[src/rtl/core/clc_ram.sv]
module clc_ram #(
	parameter int WIDTH = 8,
	parameter int DEPTH = 16
) (
	input  logic clk,
	input  logic we,
	input  logic [$clog2(DEPTH)-1:0] waddr,
	input  logic [WIDTH-1:0] wdata,
	input  logic [$clog2(DEPTH)-1:0] raddr,
	output logic [WIDTH-1:0] rdata
);

	logic [WIDTH-1:0] mem [DEPTH];

	always_ff @(posedge clk) begin
		if (we)
			mem[waddr] <= wdata;
		rdata <= mem[raddr];
	end

endmodule

[config.mk]
export PLATFORM = sky130hd
export DESIGN_NAME = clc_ram
export DESIGN_NICKNAME = d
export VERILOG_FILES = /design/src/rtl/core/clc_ram.sv
export SDC_FILE = /design/constraint.sdc
export NUM_CORES = 1
export LEC_CHECK = 0
export BUFFER_PORTS_ARGS = -buffer_cell sky130_fd_sc_hd__buf_4
export CAP_MARGIN = 20
export CORE_MARGIN = 4
export CORE_UTILIZATION = 55
export CTS_BUF_LIST = sky130_fd_sc_hd__clkbuf_16
export DETAILED_ROUTE_END_ITERATION = 16
export HOLD_SLACK_MARGIN = 0.03
export PLACE_DENSITY_LB_ADDON = 0.15
export SLEW_MARGIN = 10
export SYNTH_ARGS = -nofsm -noshare
export SYNTH_HDL_FRONTEND = slang
export SYNTH_SLANG_ARGS = --single-unit
[constraint.sdc]
create_clock -name clk -period 4.6 [get_ports clk]
set_input_delay 0 -clock clk [delete_from_list [all_inputs] [get_ports clk]]
set_output_delay 0 -clock clk [all_outputs]
set_load 0.03 [all_outputs]
**Word level (Yosys, flattened, before mapping)**

Memories as Yosys holds them, arrays and structs flattened. A register that Yosys moved wholly into a read port is not among the register bits.
Cells that the tools add are included.

- Bits in registers: 0
- Bits in latches: 0
- Memory bits (writable): 128
- Memory bits (read-only): 0
- Input port bits: 18
- Word-level logic and storage cells: 3
- Memories kept: 1

- $add $sub $neg: 0
- Multiply operators: 0
- Divide/modulo/power cells: 0
- Magnitude comparators: 0
- Eq/ne operators: 0
- Shift operators: 0
- Muxes and demuxes: 2
- Bitwise logic cells: 0
- Reductions and logical operators: 0

Memory list:

| name | depth | bits a word | read ports | clocked after memory_dff | wr ports | RTL line | RTL |
|---|---|---|---|---|---|---|---|
| mem | 16 | 8 | 1 | 1 | 1 | 13 | `logic [WIDTH-1:0] mem [DEPTH];` |

Operator list:

| operator | count |
|---|---|
| two-way mux 1 bit | 2 |

**Logic depth before layout (Yosys ltp)**

- Word-level depth: 2
- Gate-level depth with buffers: 5

**Least setup slack after synthesis**

Ideal clock, no wire load.

- Kind: input port to flip-flop
- From: in waddr[2]
- To: mem mem[0][0], enable pin
- Arrival time: 1,110 ps
- Required time: 4,217 ps
- Path slack: 3,107 ps
- Cell stages on the path: 2
- Buffers on the path: 0
- Cell sequence: or3b_2 > nor3_1

RTL lines:

| what | RTL line | RTL |
|---|---|---|
| from (decl) | 7 | `input logic [$clog2(DEPTH)-1:0] waddr,` |
| to (decl) | 13 |  |

Straight into the memory's write port.

**Worst setup path in the final report**

- From: in waddr[2]
- To: mem mem[0][7], enable pin

Straight into the memory's write port.

==> out/results.tsv <==
metric	value	unit
status	finished, final reports clean	
initial antenna violation count	0	
maxcap violations	0	
WS Path Type	in2reg	
main combinational cell family by area after synthesis	multiplexers	
final setup violation count	0	
Post-Route WL	9320	um
Pwr Total	2.78	mW
Inserted Diodes	0	
Tcrit/Tclk final	32.5	%
adder-cell area share of the yosys netlist	0	%
area grow syn2layout	17.3	%
Final nets	291	
worst skew pair latency	400	ps
Vias/cell	5.93	
root buffer cell	clkbuf_16	
Buf/Inv on CP	1	
CTS tree	built	
Initial Util	56.0	%
P per Cell Area	460	nW/um2
setup_tns	0	ps
Final Util	65.6	%
CTS Sinks	136	
layout cell share with drive strength beyond 1	24.8	%
Peak VDD IR	0.291	mV
io pins	26	
sequential fraction of the synthesis area	77.8	%
worst hold path type	in2reg	
clock buffer depth	2	
Die Span X	105	um
XOR/XNOR share of the synthesized area	0	%
most common cell after layout, fill and taps aside	edfxtp_1	
r2r setup slk	3210	ps
minimum clock period	1490	ps
H-tree Lvls	4	
Fmax	669	MHz
Worst R2R Path Depth	3	
Final Hold Viols	0	
largest net degree at the start of global routing	33	
Startpoint Class	input port	
post-CTS setup buffers	0	
end of the worst hold path	mem[12][3]	
Total GRT Usage	18.6	%
yosys warns	0	
max incr delay on CP	870	ps
startpoint of the worst hold path	waddr[0]	
Synthesized Nets	247	
Lkg Pwr	2.04	nW
first-pass GRT wire length	14600	um
CP Capture Type	flip-flop	
Slowest cell on crit path	nor3_1	
Metal-1 WL	4050	um
grt ovf	0	
wire length per cell	23.5	um
WHS	53.8	ps
mapped cell area	5150	um2
R2R Path Start	mem[11][7]	
cts bufs inserted	17	
CP required	4610	ps
gpl congestion	0.722	
Post-Place Cell Area	5410	um2
Mapped Cells	229	
post-CTS resize count	0	
core area	9200	um2
crit-path max FO	8	
final slew viol count	0	
Die H	105	um
Crit Reg-Reg Endpoint	rdata[7]	
DRC	0	
Compound-Gate Fraction of Synth Area	2.33	%
Data arrival, critical path	1510	ps
vias in the first global route	2444	
max layer used	met4	
most frequent cells in the layout	128 x edfxtp_1, 27 x buf_4, 18 x mux4_2, 17 x clkbuf_16, 16 x a22oi_1	
CTS hold repair buffers	8	
Synth Area in Simple Gates	3.18	%
worst-case clock skew	4.87	ps
Rel. slew slack	24.9	%
DR vias	2354	
WL met2	4570	um
crit-path leading delay family	simple AND/OR/NAND/NOR gates	
Met3 Wirelength	635	um
synth unique cells	19	
# fillers	609	
worst hold path stage count	2	
Std-Cell Rows	35	
slew of the pin with the lowest slew margin	1120	ps
clock slew seen by the registers of the worst setup and hold paths	50	ps
hpwl dp	5590	um
multiplexer area fraction after synthesis	15.0	%
mean area per synthesized cell	22.5	um2
RSZ-0062 raised after global routing	false	
CP Cell Sequence	buf_4 -> or3b_2 -> nor3_1	
buffers added on ports	25	
Initial DRT Pass Iterations	4	
flops & latches, synth	136	
final cell area excluding filler cells	6040	um2
Detail Route Antenna Nets	0	
die area	11000	um2
detailed router's first-iteration violation count	180	
## cells in the mapped netlist
cell             count  area share [%]
nor2_1              13            0.95
mux4_2              18             7.9
edfxtp_1           128              75
nand3_1              1           0.097
nand2_1              9            0.66
nand3b_1             2            0.29
buf_4                1            0.15
and2b_1              1            0.15
nor2b_1              1            0.12
dfxtp_1              8             3.1
nor3_1               4            0.39
a22oi_1             16             2.3
clkdlybuf4s25_2      3            0.58
and2_1               1            0.12
nand2b_1             2            0.24
or3b_2               1            0.17
buf_2                3            0.29
buf_6                3            0.66
mux4_1              14             7.1
## cell type report
cell class,instances,area (um2),share of cell area [%]
Sequential cell,136,4000,66.3
Clock buffer,17,425,7.05
Tap cell,111,139,2.30
Timing Repair Buffer,35,283,4.68
Multi-Input combinational cell,83,1060,17.6
Clock inverter,15,123,2.03
## metal layers
layer | track usage (%) | vias up
met3 | 5.06 | 7
met5 | 0 | -
met1 | 26.4 | 1204
li1 | - | 1064
met2 | 28.3 | 79
met4 | 6.19 | 0
## report_power, final
part / leakage [nW] / internal (mW) / total, mW / switching, mW
clock network: 0.277 / 0.778 / 1.24 / 0.457
registers: 1.22 / 1.39 / 1.39 / 0.00803
logic: 0.536 / 0.0628 / 0.149 / 0.0863
total: 2.04 / 2.23 / 2.78 / 0.552
## worst max-delay path by stage
stage               slack, ps  depth (start not counted)        end      from
global placement         2730                          3  mem[0][1]  waddr[2]
CTS                      3130                          3  mem[0][7]  waddr[2]
floorplan                3110                          2  mem[0][0]  waddr[2]
finish                   3110                          3  mem[0][7]  waddr[2]
detailed placement       2710                          3  mem[0][7]  waddr[2]
global route             3080                          3  mem[0][7]  waddr[2]
## state kept, by name (all words and copies together) (netlist names)
signal  flops
mem       128
rdata       8
## stage by stage
step	setup slack, ps	instances
after floorplan	3110	229
after global placement	2730	357
after detailed placement	2710	357
after CTS	3130	397
after global routing	3080	397
final	3110	397
## logic make-up after synthesis
family | after synthesis
AO/OA/AOI/OAI | 16
buffers and inverters | 10
flip-flops | 136
multiplexers | 32
AND/OR/NAND/NOR | 35
(Power assumes the default switching activity.)
