## src/rtl/core/clc_pkg.sv

```systemverilog
package clc_pkg;

	localparam int MAX_CLUSTERS_DEF = 16;
	localparam int COLOR_BITS_DEF   = 16;
	localparam int WEIGHT_BITS_DEF  = 20;

	localparam int LIMIT_W  = 34;
	localparam int SUM_W    = 48;
	localparam int WT_W     = 32;
	localparam int CH_W     = 16;
	localparam int MEAN_W   = 3 * CH_W;
	localparam int DIST_W   = 34;
	localparam int DIV_STEPS = SUM_W;

	localparam logic [LIMIT_W-1:0] LIMIT_RESET = 34'd128849019;

	typedef enum logic [3:0] {
		ST_IDLE,
		ST_SCAN,
		ST_DECIDE,
		ST_RDSUM,
		ST_ACC,
		ST_DIV,
		ST_WRITE,
		ST_OUT
	} state_t;

	typedef struct packed {
		logic start;
		logic [SUM_W-1:0] dividend;
		logic [WT_W-1:0] divisor;
	} div_req_t;

endpackage

```

## src/rtl/core/clc_div.sv

```systemverilog
// Restoring divider, one quotient bit per cycle; quotient clamped to a channel.
module clc_div #(
	parameter int COLOR_BITS = clc_pkg::COLOR_BITS_DEF
) (
	input  logic clk,
	input  logic arst_n,
	input  clc_pkg::div_req_t req,
	output logic busy,
	output logic [clc_pkg::CH_W-1:0] quot
);

	localparam int SW = clc_pkg::SUM_W;
	localparam int WW = clc_pkg::WT_W;
	localparam int NS = clc_pkg::DIV_STEPS;
	localparam logic [SW-1:0] CMAX = SW'((64'd1 << COLOR_BITS) - 64'd1);

	logic [SW-1:0] q_q;
	logic [WW:0] rem_q;
	logic [WW-1:0] d_q;
	logic [$clog2(NS+1)-1:0] cnt_q;
	logic [WW:0] trial;
	logic [WW:0] shifted;

	always_comb begin
		shifted = {rem_q[WW-1:0], q_q[SW-1]};
		trial   = shifted - {1'b0, d_q};
	end

	always_ff @(posedge clk or negedge arst_n) begin
		if (!arst_n) begin
			cnt_q <= '0;
		end else if (req.start) begin
			cnt_q <= ($clog2(NS+1))'(NS);
		end else if (cnt_q != '0) begin
			cnt_q <= cnt_q - 1'b1;
		end
	end

	always_ff @(posedge clk) begin
		if (req.start) begin
			q_q   <= req.dividend;
			rem_q <= '0;
			d_q   <= req.divisor;
		end else if (cnt_q != '0) begin
			if (!trial[WW]) begin
				rem_q <= trial;
				q_q   <= {q_q[SW-2:0], 1'b1};
			end else begin
				rem_q <= shifted;
				q_q   <= {q_q[SW-2:0], 1'b0};
			end
		end
	end

	assign busy = (cnt_q != '0);
	assign quot = (d_q == '0) ? '0 : (q_q > CMAX) ? CMAX[clc_pkg::CH_W-1:0]
		: q_q[clc_pkg::CH_W-1:0];

endmodule

```

## config.mk

```make
export PLATFORM = sky130hd
export DESIGN_NAME = clc_div
export DESIGN_NICKNAME = d
export VERILOG_FILES = /design/src/rtl/core/clc_pkg.sv /design/src/rtl/core/clc_div.sv
export SDC_FILE = /design/constraint.sdc
export NUM_CORES = 1
export LEC_CHECK = 0
export BUFFER_PORTS_ARGS = -buffer_cell sky130_fd_sc_hd__buf_2
export CAP_MARGIN = 20
export CORE_MARGIN = 4
export CORE_UTILIZATION = 58
export CTS_BUF_LIST = sky130_fd_sc_hd__clkbuf_4 sky130_fd_sc_hd__clkbuf_8 sky130_fd_sc_hd__clkbuf_16
export DETAILED_ROUTE_END_ITERATION = 16
export PLACE_DENSITY = 0.92
export SLEW_MARGIN = 30
export SYNTH_ARGS = -nofsm -noshare
export SYNTH_HDL_FRONTEND = slang
export SYNTH_SLANG_ARGS = --single-unit
```

## constraint.sdc

```tcl
create_clock -name clk -period 3 [get_ports clk]
set_input_delay 0.3 -clock clk [delete_from_list [all_inputs] [get_ports clk]]
set_output_delay 0.3 -clock clk [all_outputs]
set_load 0.01 [all_outputs]
```

; ---- Word level (Yosys, flattened, before mapping)
; Cells that the tools add are included.
[word_totals]
reg_bits = 118
in_bits = 83
output_inout_bits = 17
word_cells = 18
[op_classes]
add_sub_neg = 2
n_lt_le_gt_ge = 1
n_mux = 8
reduce_logical = 3
[op_table]
columns = operator, count
row1 = 48-bit 2-to-1 mux, 2
row2 = "48-bit by 16-bit > comparator with 1-bit output, second input constant", 1
row3 = 33-bit by 32-bit subtractor with 33-bit output, 1
row4 = 32-bit zero test, 1
row5 = 16-bit 2-to-1 mux, 2
row6 = 32-bit 2-to-1 mux, 1
row7 = 6-bit 2-to-1 mux, 2
row8 = 6-bit nonzero test, 1
row9 = "6-bit by 1-bit subtractor with 6-bit output, second input constant", 1
row10 = 2-bit nonzero test, 1
row11 = 1-bit 2-to-1 mux, 1

; ---- Logic depth before layout (Yosys ltp)
[logic_depth]
ltp_word = 4
depth_mapped = 13
depth_no_buf = 12

; ---- Worst setup path before layout
; OpenSTA, ideal clock, no wires.
[synth_path]
kind = in2reg
startpoint = input req[80] in the netlist's numbering
endpoint = register q_q[0], enable pin
setup_time_ns = 0.413
t_arrival_ns = 2.250
t_required_ns = 2.587
path_slack_ns = 0.337
path_stages = 4
path_buffers = 3
cell_sequence = clkbuf_1 > clkbuf_1 > clkbuf_1 > nand2b_1
[synth_via]
elab_chain_cells = 1
[synth_rtl]
columns = item, line_no
row1 = "start, declared", clc_div.sv:7  ; input clc_pkg::div_req_t req,
row2 = 2-bit nonzero test (no source line), -
row3 = "end signal, assigned", clc_div.sv:41  ; q_q <= req.dividend;
row4 = "end signal, assigned", clc_div.sv:47  ; q_q <= {q_q[SW-2:0], 1'b1};
row5 = "end signal, assigned", clc_div.sv:50  ; q_q <= {q_q[SW-2:0], 1'b0};
row6 = "end, declared", clc_div.sv:17  ; logic [SW-1:0] q_q;
; Every way passes these cells.
; A chain may end at the register's enable or synchronous reset.

; ---- Worst setup path in the final report
[layout_path]
startpoint = register q_q[47]
endpoint = register rem_q[10]
[layout_via]
elab_chain_cells = 2
[layout_rtl]
columns = item, line_no
row1 = 33-bit by 32-bit subtractor with 33-bit output, clc_div.sv:26  ; trial = shifted - {1'b0, d_q};
row2 = 32-bit 2-to-1 mux, clc_div.sv:45  ; if (!trial[WW]) begin
row3 = "end signal, assigned", clc_div.sv:46  ; rem_q <= trial;
row4 = "end signal, assigned", clc_div.sv:49  ; rem_q <= shifted;
row5 = "end, declared", clc_div.sv:18  ; logic [WW:0] rem_q;
; Every way passes these cells.

==> run metrics <==
outcome complete, no violations; Tcrit/Tclk final 0.971; CP Max Fanout 10; R2R cell count 12; GR Util All Layers 0.235; Num CTS Buffers 17; Tmin final 2.91 ns; slowest stage delay, CP 0.38 ns; critical path, cell by cell inv_1 > ha_2 > fa_2 > nor2b_1 > o31a_1 > o31a_1 > o21a_1 > o211ai_2 > o211ai_4 > buf_6 > nand2b_1 > a311oi_1; clock buffer depth 2; largest family of logic cells by synthesized area compound AO/OA/AOI/OAI gates; drt drc 0; Die Y-Extent 117 microns; Int Pwr 4570 uW; Slew HR 0.575; via count 5591; die area 0.0137 sq mm; worst clock skew 0.0108 ns; syn_nets 796; clock tree sinks 118; crit-path leading delay family compound AO/OA/AOI/OAI gates; initial antenna violation count 0; max_cap viols 0; Post-Syn Area 0.00689 sq mm; crit path kind reg2reg; Comb power frac 0.366; CP required 3.32 ns; dominant synthesized flop cell edfxtp_1; vias per inst 5.94; drt wl/cell 16.9 microns; number of global-route vias before repair 5195; Pwr Total 6880 uW; largest net degree at the start of global routing 63; Buf/Inv on CP 2; area grow syn2layout 19.5%; Setup TNS Final 0 ns; part of the power in registers 0.331; Finished Cell Area 0.00823 sq mm; Synth Area in Compound Gates 0.175; DRT iter0 DRCs 540; clock power share 0.303; Yosys warnings 0; Async S/R FF share, synth 0.0508; Leakage 0.00349 uW; most common cell after layout, fill and taps aside buf_2; global-route wire length before repair 25.0 mm; placed wire-length estimate 10.8 mm; Hold/Removal Path Class in2reg; clock slew at reported path FFs 0.06 ns; layout cells sized above 1 0.272; Placed Area 0.00751 sq mm; Critical Path Slowest Stage Cell edfxtp_1; Starting Density 0.598; Synth Area in Simple Gates 0.133; row cnt 39; Worst EP arrival 3.23 ns; final core utilization 0.715; hold path depth 1; Port Buffers 99; largest vdd supply drop 0.537 mV; cells after synthesis 679; Final setup viols 0; fmax 0.343 GHz; Least-Margin Pin Slew 0.637 ns; sequential area share after synthesis 0.463; crit start category flip-flop; Yosys cell types 69; Pins Over Slew Limit 0; Crit. End Element flip-flop; multiplexer share of the synthesized area 0.0846; Avg Inst Size Synth 10.1 sq um; xor/xnor cell area share of the yosys netlist 0.0267; DRT Wirelength 15.9 mm; sw frac 0.337; Die W 117 microns; most frequent cells in the layout 99 x buf_2, 80 x edfxtp_1, 60 x inv_1, 52 x nor2_1, 47 x a21oi_1; diode count 0; Net Switching 2320 uW; final hold viol count 0; core area 0.0115 sq mm; root buffer cell clkbuf_16; Critical Path Stages 12; drt first pass iters 5; power density cells 836 mW/mm^2; clk_lat worst skew 0.42 ns; post-route ant nets 0; Top-Level Pins 100; Crit path top cell by count o31a_1; CTS tree done; post-synthesis adder-cell area fraction 0.0628; total congestion overflow 0; GP Congestion 0.893; Post-synth EDFFs 80; fin nets 903; H-tree depth 4; flops & latches, synth 118
worst reg2reg max path, delay by kind of cell, from the launching register on:
kind | cells | cell delay, ns
compound gates | 6 | 1.51
flops | 1 | 0.38
fa+ha+maj | 2 | 0.41
buf+inv | 2 | 0.30
simple gates | 2 | 0.20
worst paths after layout:
path                       startpoint         to  slack [ns]
hold reg to reg             rem_q[21]  rem_q[21]        0.48
hold / removal                req[12]    d_q[12]        0.06
setup reg to reg              q_q[47]  rem_q[10]        0.09
setup / recovery              q_q[47]  rem_q[10]        0.09
max in group asynchronous      arst_n   cnt_q[5]        2.61
min in group asynchronous      arst_n   cnt_q[4]        0.24
final cells by class:
class / count / area, sq um
Multi-Input combinational cell: 471 / 3370
Fill cell: 830 / 3280
Clock buffer: 21 / 462
Clock inverter: 11 / 149
Tap cell: 143 / 179
Timing Repair Buffer: 117 / 652
Inverter: 61 / 231
Sequential cell: 118 / 3190
power groups by stage:
stage	combinational, uW	sequential [uW]	clock (uW)
after floorplan	1940	2230	0
after global placement	2250	2290	0
after detailed placement	2320	2290	0
after CTS	2370	2270	2110
after global routing	2780	2310	2190
final	2520	2280	2090
state kept, by name, summed over array words and instances, names as in the netlist:
name   flops
q_q       48
d_q       32
rem_q     32
cnt_q      6
cells in the mapped netlist (17+ instances only):
library cell  instances  area [sq um]
edfxtp_1             80          2400
clkbuf_1             22          82.6
mux2i_1              20           200
dfxtp_1              32           641
a21oi_1              50           250
nor4_1               17           106
ha_1                 33           413
inv_1                60           225
mux2_2               34           383
o21ai_0              43           215
nor2_1               53           199
nand2_1              39           146
a211oi_1             23           173
per-stage QoR:
step | cells | hold WS [ns] | worst slack, ns
floorplan | 679 | 0.00441 | 0.337
global placement | 904 | 0.128 | 0.201
detailed placement | 904 | 0.128 | 0.148
CTS | 937 | 0.0435 | 0.0794
global route | 942 | 0.0362 | -0.0508
finish | 942 | 0.0558 | 0.0870
timing repair:
| action | 4_1_cts | 5_1_grt |
|---|---|---|
| gates resized for setup | 0 | 19 |
| hold endpoints to repair | 6 | 0 |
| hold buffers | 1 | 0 |
| setup buffers | 0 | 4 |
| endpoints found under the setup margin | 0 | 33 |
cells by family (layout without fill, tap and decap cells):
family | after synthesis | count (layout)
adders and majority gates | 34 | 34
and+or+nand+nor | 181 | 181
xor gates and xnor gates | 21 | 21
muxes | 54 | 54
DFF | 118 | 118
buffers and inverters | 90 | 210
AOI/OAI and AO/OA | 181 | 181
routing by layer:
layer	up-vias	part of all wire	track usage
met5	-	0	0
met4	0	0.020	0.0726
met3	31	0.056	0.0658
met2	201	0.50	0.383
met1	2641	0.43	0.306
li1	2718	-	-
No activity file was read; power rests on OpenSTA's default activity.
